--- src/sliding_window_median_top_defines.svh ---
// ----------------------------------------------------------------------------
// sliding window median: assertion macros
// shared assertion helpers for the rtl files of the median filter
// ----------------------------------------------------------------------------
`ifndef SLIDING_WINDOW_MEDIAN_TOP_DEFINES_SVH
`define SLIDING_WINDOW_MEDIAN_TOP_DEFINES_SVH

`ifndef NO_ASSERTIONS

// property checked at every edge outside reset
`define SWM_ASSERT(lbl, clk, rst_n, prop) \
	lbl: assert property (@(posedge clk) disable iff (!rst_n) (prop)) \
		else $error("assertion failed");

// antecedent implies consequent in the next cycle
`define SWM_ASSERT_NEXT(lbl, clk, rst_n, ante, cons) \
	lbl: assert property (@(posedge clk) disable iff (!rst_n) (ante) |=> (cons)) \
		else $error("assertion failed");

`else

`define SWM_ASSERT(lbl, clk, rst_n, prop)
`define SWM_ASSERT_NEXT(lbl, clk, rst_n, ante, cons)

`endif

`endif

--- src/swm_pkg.sv ---
// ----------------------------------------------------------------------------
// swm_pkg
// shared types and constants of the sliding window median filter
// ----------------------------------------------------------------------------
`default_nettype none

package swm_pkg;

	// window length register
	localparam int WL_BITS = 7;
	localparam logic [WL_BITS-1:0] WL_RESET = 7'd64;

	// broadcast to every cell of the sorted chain
	typedef struct packed {
		logic load;   // a request is taken this cycle
		logic evict;  // window is full, oldest sample leaves
	} swm_ctrl_t;

	// status of the output queue
	typedef struct packed {
		logic [1:0] occ;  // entries held
		logic       pop;  // head taken this cycle
	} swm_q_stat_t;

endpackage

`default_nettype wire

--- src/swm_outq.sv ---
// ----------------------------------------------------------------------------
// swm_outq
// two-entry result queue between the filter and the receiver
// ----------------------------------------------------------------------------
`default_nettype none

`include "sliding_window_median_top_defines.svh"

module swm_outq
	import swm_pkg::*;
#(
	parameter int DW = 34
) (
	input  wire logic          clk,
	input  wire logic          arst_n,
	input  wire logic          push,
	input  wire logic [DW-1:0] push_data,
	output logic               out_valid,
	input  wire logic          out_stall,
	output logic [DW-1:0]      out_data,
	output swm_q_stat_t        stat
);

	logic [1:0]    occ_q;
	logic [1:0]    occ_d;
	logic [DW-1:0] ent_q [2];
	logic          pop;

	assign out_valid = (occ_q != 2'd0);
	assign pop       = out_valid && !out_stall;
	assign out_data  = ent_q[0];
	assign stat.occ  = occ_q;
	assign stat.pop  = pop;

	always_comb begin
		unique case ({push, pop})
			2'b10:   occ_d = occ_q + 2'd1;
			2'b01:   occ_d = occ_q - 2'd1;
			default: occ_d = occ_q;
		endcase
	end

	always_ff @(posedge clk or negedge arst_n) begin
		if (!arst_n) begin
			occ_q <= 2'd0;
		end else begin
			occ_q <= occ_d;
		end
	end

	always_ff @(posedge clk) begin
		if (pop) begin
			ent_q[0] <= (occ_q == 2'd2) ? ent_q[1] : push_data;
			if (push && (occ_q == 2'd2)) begin
				ent_q[1] <= push_data;
			end
		end else if (push) begin
			if (occ_q == 2'd0) begin
				ent_q[0] <= push_data;
			end else begin
				ent_q[1] <= push_data;
			end
		end
	end

	`SWM_ASSERT(a_no_overflow, clk, arst_n, !(push && (occ_q == 2'd2) && !pop))

endmodule

`default_nettype wire

--- config.mk ---
export PLATFORM = sky130hd
export DESIGN_NAME = swm_outq
export DESIGN_NICKNAME = d
export VERILOG_FILES = /design/src/swm_pkg.sv /design/src/swm_outq.sv
export VERILOG_INCLUDE_DIRS = /design/src /design/src/src
export SDC_FILE = /design/constraint.sdc
export NUM_CORES = 1
export LEC_CHECK = 0
export ABC_AREA = 1
export BUFFER_PORTS_ARGS = -buffer_cell sky130_fd_sc_hd__buf_2
export CORE_MARGIN = 2
export CORE_UTILIZATION = 45
export CTS_CLUSTER_DIAMETER = 80
export DETAILED_ROUTE_END_ITERATION = 6
export HOLD_SLACK_MARGIN = 0.15
export PLACE_DENSITY = 0.7
export SKIP_LAST_GASP = 1
export SLEW_MARGIN = 20
export SYNTH_ARGS = -nofsm -noshare
export SYNTH_HDL_FRONTEND = slang
export SYNTH_SLANG_ARGS = --single-unit
--- constraint.sdc ---
create_clock -name clk -period 5.8 [get_ports clk]
set_input_delay 1.16 -clock clk [delete_from_list [all_inputs] [get_ports clk]]
set_output_delay 1.16 -clock clk [all_outputs]
set_load 0.1 [all_outputs]
==> flow_summary_export.csv <==
group,metric,value,unit
outcome,outcome,"complete, no violations",
clock_tree,htree_levels,3,
sta,final-setup-viol-count,0,
sta,period_needed,3.17,ns
route,drt_pass1_iterations,4,
finish,fillers,569,
job,maxCapViolCount,0,
critical_path,crit_type,"in2out",
route,ant_nets,0,
worst_hold_path,hp-class,"reg2reg",
synthesis,synth-seq-cells,70,
pwr,max-vdd-ir-drop,262,uV
synthesis,yosysSeqAreaShare,68.7,%
pwr,leakage,1.54,nW
clock_tree,numCtsBuffers,9,
clock_tree,clock_sinks,70,
global_routing,grt-ovfl-total,0,
route,routedWlPerCell,12.1,um
global_routing,grt_pass1_vias,1487,
floorplan,die_h,86.3,um
place,dpl_cell_area,3200,um^2
route,first_iter_violations,48,
global_routing,antenna_found_initial,0,
synthesis,syn-num-nets,276,
finish,fin_nets,322,
synthesis,syn_inst,238,
finish,antenna_cells,0,
synthesis,synth_area,3040,um^2
finish,fin_area,3470,um^2
floorplan,core,6460,um^2
critical_path,cp.required,4.64,ns
place,place_ws,2.63,ns
floorplan,die-area,7440,um^2
synthesis,synth.distinct_cells,21,
floorplan,num_rows,29,
finish,layout_commonest_cell,"buf_2",
sta,rsz0062_at_grt,"false",
synthesis,avgSynthCellArea,12.8,um^2
clock_tree,cts_hold_buf,0,
sta,maxSlewHeadroom,48.7,%
clock_tree,clk_pin_slew,0.06,ns
finish,layout-drive-gt1-share,39.8,%
finish,area_growth,14.0,%
floorplan,start_util,47.1,%
sta,fin_ws,2.63,ns
clock_tree,cts_root_buf,"clkbuf_8",
global_routing,grt.total_usage,12.7,%
sta,drv_slew,0,
synthesis,ys_warn_count,0,
clock_tree,cts_setup_buffers,0,
critical_path,path_max_fanout,6,
clock_tree,clock_path_buffers,2,
place,hpwl,2770,um
sta,tns,0,ns
clock_tree,tritoncts,"built",
global_routing,grt_max_degree,69,
sta,fmax,0.316,GHz
place,portBuffers,75,
clock_tree,clk_latency,0.33,ns
pwr,power.density,523,nW/um^2
critical_path,regToRegSetupSlack,3.82,ns
global_routing,grt_pass1_wl,7110,um
route,num_vias,1608,
floorplan,ios,76,
critical_path,end_kind,"primary output",
synthesis,yosysTopAreaCell,"edfxtp_1",
sta,fin_skew,0.0101,ns
critical_path,start_kind,"primary input",
finish,utilization,53.7,%
route,wl,4420,um
route,drc,0,
synthesis,yosys-top-cells-area,"edfxtp_1 67%, buf_4 8.9%, inv_1 4.8%",
sta,hold_viol_final,0,
finish,final_cell_mix,"75 x buf_2, 68 x edfxtp_1, 39 x inv_1, 35 x nand2_1, 18 x o21ai_0",
sta,tightest_slew,0.770,ns
synthesis,synth_top_area_share,67.1,%
critical_path,crit_arrival,2.01,ns
sta,fin_crit_sh,54.6,%
route,viasPerCell,4.39,
place,routabilityCongestion,0.647,
clock_tree,cts_resized,0,
floorplan,dieWidth,86.3,um
-- through the flow --
step | hold slack, ns | std cells | power [mW]
after floorplan | 0.545 | 238 | 1.35
after global placement | 0.548 | 349 | 1.36
after detailed placement | 0.557 | 349 | 1.36
after CTS | 0.573 | 365 | 1.83
after global routing | 0.585 | 366 | 1.89
final | 0.570 | 366 | 1.81
-- kinds of logic (layout without fill, tap and decap cells) --
| kind of cell | count (synthesis) | in the layout | synth area share (%) |
|---|---|---|---|
| flip-flops | 70 | 70 | 68.7 |
| AO/OA/AOI/OAI | 37 | 37 | 7.85 |
| AND/OR/NAND/NOR | 49 | 49 | 7.23 |
| buffers and inverters | 82 | 133 | 16.2 |
-- cells in the mapped netlist --
cell,count
o21ai_1,3
a211oi_1,1
o21ai_2,13
nand2_2,7
buf_8,1
inv_1,39
buf_12,2
edfxtp_1,68
inv_2,1
o21bai_1,1
nand3_1,1
nand3_4,1
nor3_1,1
buf_4,36
nand2_1,35
clkbuf_4,1
nand4_1,1
o21ai_0,19
buf_2,2
dfrtp_1,2
nor2_1,3
-- per-layer routing --
metal	up-vias	part of all wire (%)	wire length [um]	track usage [%]
li1	843	-	-	-
met1	716	44	1960	15.8
met2	45	49	2180	19.9
met3	4	5.4	241	4.67
met4	0	0.99	44	5.54
met5	-	0	0	0
-- critical path, stage by stage --
cell and delay [ns]:
buf_2 0.13, inv_1 0.11, nand2_1 0.12, inv_1 0.07, buf_2 0.41
-- power breakdown --
group / switching, mW / leakage, nW / internal (mW)
Sequential: 0.0256 / 0.676 / 0.670
Clock: 0.173 / 0.114 / 0.285
Combinational: 0.568 / 0.750 / 0.0929
-- final timing paths --
path                       depth (start not counted)            to    startpoint
max in group asynchronous                          1      occ_q[0]        arst_n
setup / recovery                                   5       stat[0]     out_stall
setup reg to reg                                   4  ent_q[0][18]      occ_q[0]
hold / removal                                     2  ent_q[0][18]  ent_q[0][52]
min in group asynchronous                          1      occ_q[1]        arst_n
hold reg to reg                                    2  ent_q[0][18]  ent_q[0][52]
-- final cells by class --
| cell class | instances | area [um^2] | area share [%] |
|---|---|---|---|
| Clock buffer | 10 | 128 | 3.68 |
| Tap cell | 77 | 96.3 | 2.78 |
| Sequential cell | 70 | 2090 | 60.3 |
| Clock inverter | 6 | 110 | 3.17 |
| Timing Repair Buffer | 77 | 410 | 11.8 |
| Inverter | 40 | 150 | 4.33 |
| Multi-Input combinational cell | 86 | 483 | 13.9 |
-- state kept, by name, indices dropped and copies added (netlist names) --
signal and flops:
ent_q 68, occ_q 2
Note: power is estimated with default switching activity, not from simulation.
