==> config.mk <==
export PLATFORM = sky130hd
export DESIGN_NAME = swm_cell
export DESIGN_NICKNAME = d
export VERILOG_FILES = /design/src/sliding_window_median_top_defines.svh /design/src/swm_pkg.sv /design/src/swm_cell.sv
export SDC_FILE = /design/constraint.sdc
export NUM_CORES = 1
export LEC_CHECK = 0
export ABC_CLOCK_PERIOD_IN_PS = 6270
export BUFFER_PORTS_ARGS = -buffer_cell sky130_fd_sc_hd__buf_2
export CAP_MARGIN = 20
export CORE_ASPECT_RATIO = 0.8
export CORE_MARGIN = 5
export CORE_UTILIZATION = 45
export DETAILED_ROUTE_END_ITERATION = 12
export PLACE_DENSITY = 0.77
export SYNTH_ARGS = -nofsm -noshare
export SYNTH_HDL_FRONTEND = slang
export SYNTH_SLANG_ARGS = --single-unit
==> constraint.sdc <==
create_clock -name clk -period 6.27 [get_ports clk]
set_clock_uncertainty 0.2 [all_clocks]
set_input_delay 0.3135 -clock clk [delete_from_list [all_inputs] [get_ports clk]]
set_output_delay 0.3135 -clock clk [all_outputs]
set_load 0.1 [all_outputs]
==> src/sliding_window_median_top_defines.svh <==
// ----------------------------------------------------------------------------
// sliding window median: assertion macros
// shared assertion helpers for the rtl files of the median filter
// ----------------------------------------------------------------------------
`ifndef SLIDING_WINDOW_MEDIAN_TOP_DEFINES_SVH
`define SLIDING_WINDOW_MEDIAN_TOP_DEFINES_SVH

`ifndef NO_ASSERTIONS

// property checked at every edge outside reset
`define SWM_ASSERT(lbl, clk, rst_n, prop) \
	lbl: assert property (@(posedge clk) disable iff (!rst_n) (prop)) \
		else $error("assertion failed");

// antecedent implies consequent in the next cycle
`define SWM_ASSERT_NEXT(lbl, clk, rst_n, ante, cons) \
	lbl: assert property (@(posedge clk) disable iff (!rst_n) (ante) |=> (cons)) \
		else $error("assertion failed");

`else

`define SWM_ASSERT(lbl, clk, rst_n, prop)
`define SWM_ASSERT_NEXT(lbl, clk, rst_n, ante, cons)

`endif

`endif

==> src/swm_pkg.sv <==
// ----------------------------------------------------------------------------
// swm_pkg
// shared types and constants of the sliding window median filter
// ----------------------------------------------------------------------------
`default_nettype none

package swm_pkg;

	// window length register
	localparam int WL_BITS = 7;
	localparam logic [WL_BITS-1:0] WL_RESET = 7'd64;

	// broadcast to every cell of the sorted chain
	typedef struct packed {
		logic load;   // a request is taken this cycle
		logic evict;  // window is full, oldest sample leaves
	} swm_ctrl_t;

	// status of the output queue
	typedef struct packed {
		logic [1:0] occ;  // entries held
		logic       pop;  // head taken this cycle
	} swm_q_stat_t;

endpackage

`default_nettype wire

==> src/swm_cell.sv <==
// ----------------------------------------------------------------------------
// swm_cell
// one position of the sorted chain: delete and insert from neighbor values
// ----------------------------------------------------------------------------
`default_nettype none

module swm_cell
	import swm_pkg::*;
#(
	parameter int W = 32
) (
	input  wire logic                clk,
	input  wire swm_ctrl_t           ctrl,
	input  wire logic signed [W-1:0] in_val,   // incoming sample
	input  wire logic signed [W-1:0] old_val,  // sample being evicted
	input  wire logic signed [W-1:0] up_val,   // stored value of upper neighbor
	input  wire logic                up_le,    // upper neighbor <= incoming
	input  wire logic signed [W-1:0] dn_r,     // lower neighbor after removal
	input  wire logic                dn_rle,   // lower neighbor after removal <= incoming
	input  wire logic                rvalid,   // position still occupied after removal
	output logic signed [W-1:0]      val,
	output logic                     le,
	output logic signed [W-1:0]      r_val,
	output logic                     r_le
);

	logic signed [W-1:0] val_q;
	logic                ge_old;

	// first cell at or above the evicted value holds it: everything from there shifts down
	assign ge_old = ctrl.evict && (val_q >= old_val);
	assign le     = (val_q <= in_val);
	assign r_val  = ge_old ? up_val : val_q;
	assign r_le   = rvalid && (ge_old ? up_le : le);
	assign val    = val_q;

	always_ff @(posedge clk) begin
		if (ctrl.load) begin
			if (r_le) begin
				val_q <= r_val;
			end else if (dn_rle) begin
				val_q <= in_val;
			end else begin
				val_q <= dn_r;
			end
		end
	end

endmodule

`default_nettype wire

==> impl_metrics.csv, run 1 <==
group,metric,value,unit
drt,wl_met3,793,um
setup_path,crit_start,"val[7]",
synthesis,synth_seq_cells,32,
drt,firstDrtPassIters,4,
synthesis,syn_area_per_cell,10.60,um^2
clocking,cts_buffers,5,
finish,n_fill_cell,748,
placed_design,place_hpwl,9792,um
setup_path,worstPathArrival,4440,ps
power_and_ir_drop,p_per_area,301.0,nW/um^2
synthesis,syn_nets,569,
grt,grt_first_pass_wirelength,18260,um
grt,grtUsageTotal,21.27,%
worst_hold_path,min_from,"dn_r[31]",
worst_hold_path,hold_path.class,"in -> reg",
timing,worst_slew_pin_slew,927.9,ps
synthesis,synth-seq-area-share,24.43,%
finish,area_delta_synth_final,28.40,%
timing,maxSlewHeadroom,38.14,%
synthesis,synth.distinct_cells,42,
drt,wl_met1,4892,um
clocking,clock_latency,280,ps
clocking,htreeDepth,2,
timing,setup_tns,0,ps
drt,met2_length,5859,um
grt,grt_pass1_vias,3799,
run_status,outcome,"completed",
finish,layout_common_cells,"buf_2 (199), ha_1 (64), inv_1 (63), mux2_2 (63), edfxtp_1 (32)",
setup_path,r2r-start,"val[7]",
drt,avgRoutedWirePerCell,17.33,um
clocking,root_buffer,"clkbuf_8",
setup_path,crit_type,"reg -> out",
job,maxCapViolCount,0,
timing,drv_slew,0,
floorplan,die_w,114.5,um
clocking,clockBufferDepth,2,
floorplan,rows,30,
drt,wl,11760,um
timing,max_clock_freq,0.2019,GHz
finish,postLayoutCoreUtil,59.28,%
finish,largest_reg_flops,32,
clocking,postCtsSetupBuffers,0,
finish,regArea,960.9,um^2
floorplan,core,8521,um^2
clocking,cts.sinks,32,
power_and_ir_drop,p_leak,0.002672,uW
drt,vias,3583,
clocking,cts_tree,"done",
timing,hold_viol,0,
drt,routed.top_layer,"met4",
grt,antenna_found_initial,0,
timing,final-setup-viol-count,0,
setup_path,r2r_slack,1800,ps
setup_path,critPathLaunchType,"flop",
finish,final_common_cell,"buf_2",
floorplan,start_util,46.17,%
clocking,hold_buffers,0,
setup_path,worstPathRequired,5760,ps
setup_path,critPathCaptureType,"output pin",
finish,fin_nets,764,
synthesis,synth-edff-count,32,
synthesis,synthFlopType,"edfxtp_1",
setup_path,cp_max_fo,35,
placed_design,io_buffers,199,
timing,min_period,4953,ps
timing,period_share,78.99,%
synthesis,synth.cell_area,3934,um^2
clocking,cts_resized,0,
grt,overflow,0,
grt,grt_max_degree,36,
synthesis,ys_warn_count,0,
finish,multi_input_area,2628,um^2
floorplan,die_h,93.63,um
clocking,clk_pin_slew,70,ps
power_and_ir_drop,vdd_ir_drop_max,0.2100,mV
timing,rsz0062_at_grt,"false",
finish,post_route_cells_drive_above_1_share,53.62,%
drt,drc,0,
drt,vias_per_cell,5.277,
synthesis,async_flop_share,0,%
drt,antenna_left,0,
finish,antenna_cells,0,
placed_design,gp_congestion,0.8595,
floorplan,ioPinCount,200,
floorplan,dieArea,10720,um^2
drt,drt_iter0_markers,146,
synthesis,synth_cells,371,
[cell families (layout without fill, tap and decap cells)]
kind of cell	count (synthesis)	after routing	share of synthesized area, %
AOI/OAI and AO/OA	54	54	8.842
adders and majority gates	64	64	20.36
buffers and inverters	75	271	8.842
DFF	32	32	24.43
muxes	95	95	29.96
and+or+nand+nor	51	51	7.570
[worst paths after layout]
kind | to | depth (start not counted)
hold / removal | val[31] | 3
setup reg to reg | val[1] | 10
setup / recovery | r_le | 10
hold reg to reg | val[31] | 2
[where the power goes]
| part | internal [uW] | switching [uW] | total, uW |
|---|---|---|---|
| combinational | 279 | 775 | 1050 |
| sequential | 278 | 32.4 | 310 |
| clock | 75.4 | 80.9 | 156 |
| total | 632 | 889 | 1520 |
[layer usage]
metal	GRT usage (%)	up-vias
met5	0	-
met1	25.76	1681
met4	6.231	0
met3	3.881	19
li1	-	1751
met2	38.18	132
[worst max-delay path: stages, from the launching register on]
cell      delay [ps]
edfxtp_1         430
ha_1             350
and4_1           200
o21ai_1           60
or4_1            500
o211ai_1         110
a311o_2          830
or2_1            200
o311a_2          480
buf_4            460
buf_2            510
[synth_stat cells (2+ instances only)]
| library cell | instances | area, um^2 |
|---|---|---|
| buf_2 | 2 | 10.01 |
| nand3_1 | 7 | 35.03 |
| nor3_1 | 2 | 10.01 |
| a21boi_0 | 2 | 15.01 |
| edfxtp_1 | 32 | 960.9 |
| buf_12 | 3 | 60.06 |
| nand4_1 | 12 | 75.07 |
| nand2b_1 | 2 | 12.51 |
| nor2_1 | 2 | 7.510 |
| nand2_1 | 12 | 45.04 |
| a21o_1 | 7 | 52.55 |
| o21ai_1 | 2 | 10.01 |
| mux2_4 | 29 | 435.4 |
| o21ai_0 | 7 | 35.03 |
| inv_1 | 63 | 236.5 |
| ha_1 | 64 | 800.8 |
| a21oi_1 | 24 | 120.1 |
| a31oi_1 | 2 | 12.51 |
| clkbuf_1 | 5 | 18.77 |
| o211ai_1 | 2 | 15.01 |
| and4_1 | 4 | 35.03 |
| mux2_2 | 63 | 709.4 |
| mux2_1 | 3 | 33.78 |
| buf_6 | 2 | 22.52 |
[per-stage QoR]
| stage | power (uW) | instance area (um^2) | instances | hold WS [ps] | worst slack, ps |
|---|---|---|---|---|---|
| after floorplan | 1192 | 3934 | 371 | 226.0 | 703.7 |
| after global placement | 1349 | 4969 | 671 | 522.2 | 1694 |
| after detailed placement | 1369 | 4969 | 671 | 536.8 | 1614 |
| after CTS | 1529 | 5051 | 679 | 236.5 | 1279 |
| after global routing | 1593 | 5051 | 679 | 250.2 | 1067 |
| final | 1521 | 5051 | 679 | 240.2 | 1317 |
[final cells by class]
type                    instances  share of cell area, %
clock buffers                   5                  1.362
clock inverters                 3                 0.2725
inverters                      63                  4.682
multi-input cells             264                  52.02
flip-flops and latches         32                  19.02
well taps                     112                  2.774
repair buffers                200                  19.87
(Power assumes the default switching activity.)
==> inputs of run 2 (changes only) <==
--- a/config.mk
+++ b/config.mk
@@ -5,7 +5,8 @@
 export SDC_FILE = /design/constraint.sdc
 export NUM_CORES = 1
 export LEC_CHECK = 0
-export ABC_CLOCK_PERIOD_IN_PS = 6270
+export ABC_AREA = 1
+export ABC_CLOCK_PERIOD_IN_PS = 4700
 export BUFFER_PORTS_ARGS = -buffer_cell sky130_fd_sc_hd__buf_2
 export CAP_MARGIN = 20
 export CORE_ASPECT_RATIO = 0.8
==> constraint.sdc (replaced) <==
create_clock -name clk -period 4.7 [get_ports clk]
set_clock_uncertainty 0.2 [all_clocks]
set_input_delay 0.235 -clock clk [delete_from_list [all_inputs] [get_ports clk]]
set_output_delay 0.235 -clock clk [all_outputs]
set_load 0.1 [all_outputs]
==> run 2 against run 1 <==
Net effect:
- sequential cell count is the same
- die area grew 2.2%
- area after synthesis grew 2.4%
- sequential power grew 41%
- total power grew 54%
- cell count grew 32%
- largest power group unchanged
==> impl_metrics.csv, run 2 <==
group,metric,value,unit
clocking,root_buffer,"clkbuf_8",
synthesis,synth-adder-area-share,19.88,%
synthesis,synth.most_common_cell,"nand2_1",
synthesis,synth_seq_cells,32,
synthesis,synth-simple-area-share,35.22,%
synthesis,synth-seq-area-share,23.85,%
drt,antenna_left,0,
setup_path,critPathCaptureType,"output pin",
floorplan,ioPinCount,200,
synthesis,syn_nets,803,
setup_path,r2r_slack,920,ps
timing,hold_viol,0,
clocking,clk_pin_slew,80,ps
setup_path,crit_type,"reg -> out",
synthesis,ys_warn_count,0,
finish,post_route_cells_drive_above_1_share,27.57,%
synthesis,synth_top_family_by_area,"simple AND/OR/NAND/NOR gates",
clocking,htreeDepth,2,
floorplan,die_w,115.8,um
synthesis,synth_area_leaders,"edfxtp_1 (24%), ha_1 (20%), nand2_1 (18%)",
drt,firstDrtPassIters,7,
clocking,cts.sinks,32,
timing,drv_slew,0,
floorplan,rows,30,
timing,rsz0062_at_grt,"false",
synthesis,synth_common_cells,"nand2_1 (194), inv_1 (78), nand3_1 (70)",
synthesis,synth.distinct_cells,26,
synthesis,synth_compound_area_share,9.441,%
finish,antenna_cells,0,
clocking,cts_resized,0,
job,maxCapViolCount,0,
finish,largest_reg_flops,32,
finish,layout_common_cells,"buf_2 (199), nand2_1 (194), inv_1 (78)",
synthesis,async_flop_share,0,%
timing,maxSlewHeadroom,43.10,%
placed_design,place_hpwl,10660,um
floorplan,start_util,46.87,%
synthesis,synth_top_cell_area_share,23.85,%
floorplan,die_h,94.63,um
grt,grtUsageTotal,24.36,%
timing,worst_slew_pin_slew,853.5,ps
setup_path,cp_max_fo,35,
clocking,hold_buffers,0,
synthesis,synth_cells,605,
clocking,postCtsSetupBuffers,0,
clocking,cts_tree,"done",
power_and_ir_drop,p_total,2337,uW
grt,grt_first_pass_wirelength,21590,um
placed_design,dp.cells,891,
synthesis,yosys.area.top_type,"edfxtp_1",
floorplan,dieArea,10960,um^2
clocking,clockBufferDepth,2,
finish,area_delta_synth_final,26.49,%
timing,min_period,3936,ps
synthesis,synthFlopType,"edfxtp_1",
worst_hold_path,hold_path.class,"in -> reg",
finish,instances_no_fill,899,
synthesis,synth.cell_area,4029,um^2
setup_path,worstPathRequired,4260,ps
synthesis,syn_area_per_cell,6.659,um^2
grt,overflow,0,
clocking,clock_latency,280,ps
power_and_ir_drop,vdd_ir_drop_max,0.3275,mV
placed_design,gp_congestion,0.9106,
placed_design,io_buffers,199,
drt,avgRoutedWirePerCell,15.51,um
clocking,cts_buffers,5,
drt,drc,0,
timing,period_share,83.75,%
grt,grt_max_degree,41,
drt,vias_per_cell,5.255,
grt,grt_pass1_vias,4621,
setup_path,critPathLaunchType,"flop",
power_and_ir_drop,p_per_area,458.6,nW/um^2
timing,final-setup-viol-count,0,
grt,antenna_found_initial,0,
timing,setup_tns,0,ps
drt,wl,13940,um
floorplan,core,8596,um^2
drt,drt_iter0_markers,370,
setup_path,worstPathArrival,3500,ps
synthesis,synth_mux_area_share,0.2795,%
finish,fin_nets,984,
power_and_ir_drop,p_leak,0.003051,uW
synthesis,synthXorXnorAreaFrac,0,%
drt,vias,4724,
run_status,outcome,"completed",
timing,max_clock_freq,0.2541,GHz
synthesis,synth-edff-count,32,
finish,final_common_cell,"buf_2",
[run 2: changes by cell type after synthesis, moves of 29 or more]
cell,change
nand2_1,+182
nand3_1,+63
mux2_4,-29
a21oi_1,+37
nor2_1,+47
mux2_2,-62
[run 2: cell type report]
| class | count | area [um^2] |
|---|---|---|
| flip-flops and latches | 32 | 960.9 |
| clock inverters | 1 | 3.754 |
| fillers | 836 | 3500 |
| inverters | 78 | 292.8 |
| repair buffers | 201 | 1011 |
| clock buffers | 7 | 76.32 |
| multi-input cells | 468 | 2611 |
| well taps | 112 | 140.1 |
[run 2: critical path, stage by stage, from the launching register on]
cell and delay, ps:
edfxtp_1 450, ha_1 400, nand2_1 110, nor2_2 150
nand2_2 100, nor4_4 190, nand2_1 120, nand3_2 90
nand3_4 390, nand2_4 500, nand2_1 90, nand2_1 150
buf_2 450
[run 2: kinds of logic after synthesis]
family,after synthesis
compound gates,73
buf+inv,105
flops,32
mux,1
fa+ha+maj,64
simple gates,330
[run 2: through the flow]
step / hold slack, ps / setup WS [ps] / utilization (%) / instance area (um^2)
final: 168.9 / 763.9 / 59.29 / 5096
after detailed placement: 461.2 / 915.1 / 58.36 / 5016
after floorplan: 147.5 / 817.5 / - / 4029
after global routing: 186.1 / 500.7 / 59.29 / 5096
after global placement: 446.3 / 995.9 / 58.36 / 5016
after CTS: 161.1 / 752.9 / 59.29 / 5096
[run 2: routing by layer]
layer	up-vias	global-route usage [%]	part of all wire (%)
li1	2343	-	-
met1	2113	30.50	42
met2	249	42.86	47
met3	19	3.972	9.7
met4	0	7.536	1.6
met5	-	0	0
[run 2: path summary, 6_finish.rpt]
path,start,endpoint,cells past startpoint
worst max-delay path,val[31],r_val[14],12
worst min-delay path,dn_r[25],val[25],5
worst max register to register,val[31],val[12],13
worst min register to register,val[13],val[13],4
[run 2: where the power goes]
group	leakage, uW	internal, uW	total, uW	switching, uW
Clock	0.0000399	104	220	117
Combinational	0.00270	318	1680	1360
Sequential	0.000315	382	436	53.9
==> inputs of run 3 (changes only) <==
--- a/config.mk
+++ b/config.mk
@@ -5,8 +5,8 @@
 export SDC_FILE = /design/constraint.sdc
 export NUM_CORES = 1
 export LEC_CHECK = 0
-export ABC_AREA = 1
-export ABC_CLOCK_PERIOD_IN_PS = 4700
+export ABC_AREA = 0
+export ABC_CLOCK_PERIOD_IN_PS = 4000
 export BUFFER_PORTS_ARGS = -buffer_cell sky130_fd_sc_hd__buf_2
 export CAP_MARGIN = 20
 export CORE_ASPECT_RATIO = 0.8
==> constraint.sdc (replaced) <==
create_clock -name clk -period 4 [get_ports clk]
set_clock_uncertainty 0.2 [all_clocks]
set_input_delay 0.2 -clock clk [delete_from_list [all_inputs] [get_ports clk]]
set_output_delay 0.2 -clock clk [all_outputs]
set_load 0.1 [all_outputs]
==> run 3 against run 2 <==
Net effect:
- sequential power grew 12%
- sequential cell count is the same
- count of clock-buffer cells in the layout shrank 2
- total power grew 7.7%
- first-iteration DRC count shrank 66%
- global-route usage shrank 2.9 points
- core utilization grew 2.3 points
- routed wire length shrank 15%
- largest power group unchanged
- highest routed layer unchanged
==> impl_metrics.csv, run 3 (synthesized netlist as in run 1, its figures left out) <==
group,metric,value,unit
run_status,outcome,"completed",
setup_path,worstPathArrival,3300,ps
floorplan,dieArea,10720,um^2
setup_path,r2r_slack,450,ps
timing,final-setup-viol-count,0,
grt,overflow,0,
clocking,cts_tree,"done",
placed_design,gp_congestion,0.7992,
power_and_ir_drop,p_leak,0.002805,uW
finish,area_delta_synth_final,33.30,%
clocking,hold_buffers,0,
timing,fin_hold_ws,123.8,ps
clocking,clk_pin_slew,80,ps
floorplan,start_util,46.17,%
grt,grtUsageTotal,21.48,%
job,maxCapViolCount,0,
drt,firstDrtPassIters,5,
setup_path,critPathLaunchType,"flop",
clocking,clock_latency,290,ps
clocking,postCtsSetupBuffers,0,
finish,largest_reg_flops,32,
placed_design,place_hpwl,9860,um
floorplan,rows,30,
power_and_ir_drop,vdd_ir_drop_max,0.3777,mV
drt,antenna_left,0,
worst_hold_path,hold_path.class,"in -> reg",
worst_hold_path,min_to,"val[0]",
clocking,root_buffer,"clkbuf_8",
floorplan,ioPinCount,200,
finish,postLayoutCoreUtil,61.54,%
floorplan,core,8521,um^2
clocking,cts_resized,0,
grt,grt_pass1_vias,3842,
finish,post_route_cells_drive_above_1_share,54.21,%
floorplan,die_h,93.63,um
setup_path,critPathCaptureType,"output pin",
power_and_ir_drop,p_per_area,480.0,nW/um^2
timing,drv_slew,0,
timing,maxSlewHeadroom,42.28,%
timing,max_clock_freq,0.2706,GHz
setup_path,r2r-start,"val[31]",
setup_path,worst-r2r-cell-count,10,
timing,min_period,3696,ps
clocking,clockBufferDepth,2,
finish,fin_nets,767,
setup_path,worstPathRequired,3600,ps
drt,vias_per_cell,5.164,
grt,grt_first_pass_wirelength,18380,um
drt,drc,0,
finish,instances_no_fill,683,
finish,layout_common_cells,"buf_2 (198), ha_1 (63), inv_1 (62)",
timing,period_share,92.40,%
placed_design,dp.cells,674,
grt,antenna_found_initial,1,
drt,wl,11860,um
setup_path,cp_max_fo,20,
timing,worst_slew_pin_slew,865.8,ps
setup_path,reg2reg_to,"val[0]",
worst_hold_path,hold_path_depth,3,
placed_design,io_buffers,199,
finish,final_common_cell,"buf_2",
clocking,htreeDepth,2,
clocking,cts_buffers,5,
setup_path,crit_type,"reg -> out",
timing,setup_tns,0,ps
timing,hold_viol,0,
grt,grt_max_degree,33,
timing,rsz0062_at_grt,"false",
clocking,cts.sinks,32,
drt,vias,3527,
drt,drt_iter0_markers,126,
worst_hold_path,min_from,"dn_r[0]",
drt,avgRoutedWirePerCell,17.36,um
floorplan,die_w,114.5,um
run 3: final cells by class:
type,count,area [um^2]
fill,724,3277
multi-input combinational,264,2756
timing repair buffer,203,1041
sequential,32,960.9
inverter,63,236.5
tap,112,140.1
clock buffer,5,68.82
clock inverter,3,37.54
antenna,1,2.502
run 3: worst max-delay path by stage:
stage / from / to / slack (ps)
floorplan: val[0] / val[22] / 1
global placement: val[31] / val[1] / 520
detailed placement: val[31] / val[0] / 460
CTS: val[7] / r_val[2] / 270
global route: val[31] / r_le / 120
finish: val[7] / r_val[2] / 300
run 3: metal layers:
| metal | share of wire (%) | track usage (%) | up-vias |
|---|---|---|---|
| met5 | 0 | 0 | - |
| met4 | 1.5 | 5.935 | 0 |
| met3 | 6.9 | 4.334 | 13 |
| met2 | 48 | 37.50 | 129 |
| met1 | 43 | 26.77 | 1628 |
| li1 | - | - | 1757 |
run 3: per-stage QoR:
stage / setup slack, ps / power [uW] / cell area [um^2]
floorplan: 1.173 / 1928 / 4064
global placement: 515.5 / 2178 / 5135
detailed placement: 457.9 / 2210 / 5135
CTS: 269.3 / 2531 / 5241
global route: 115.6 / 2634 / 5244
finish: 303.9 / 2517 / 5244
run 3: worst max-delay path, cell delays in order, from the launching register on:
cell      delay (ps)
edfxtp_1         460
ha_1             350
and4_1           200
o21ai_1           60
or4_1            490
o211ai_1         130
a311o_2          240
buf_4            360
mux2_2           400
buf_2            300
run 3: power breakdown:
group	switching [uW]	internal, uW
combinational	1220	488
clock	134	182
sequential	54.7	436
total	1410	1110
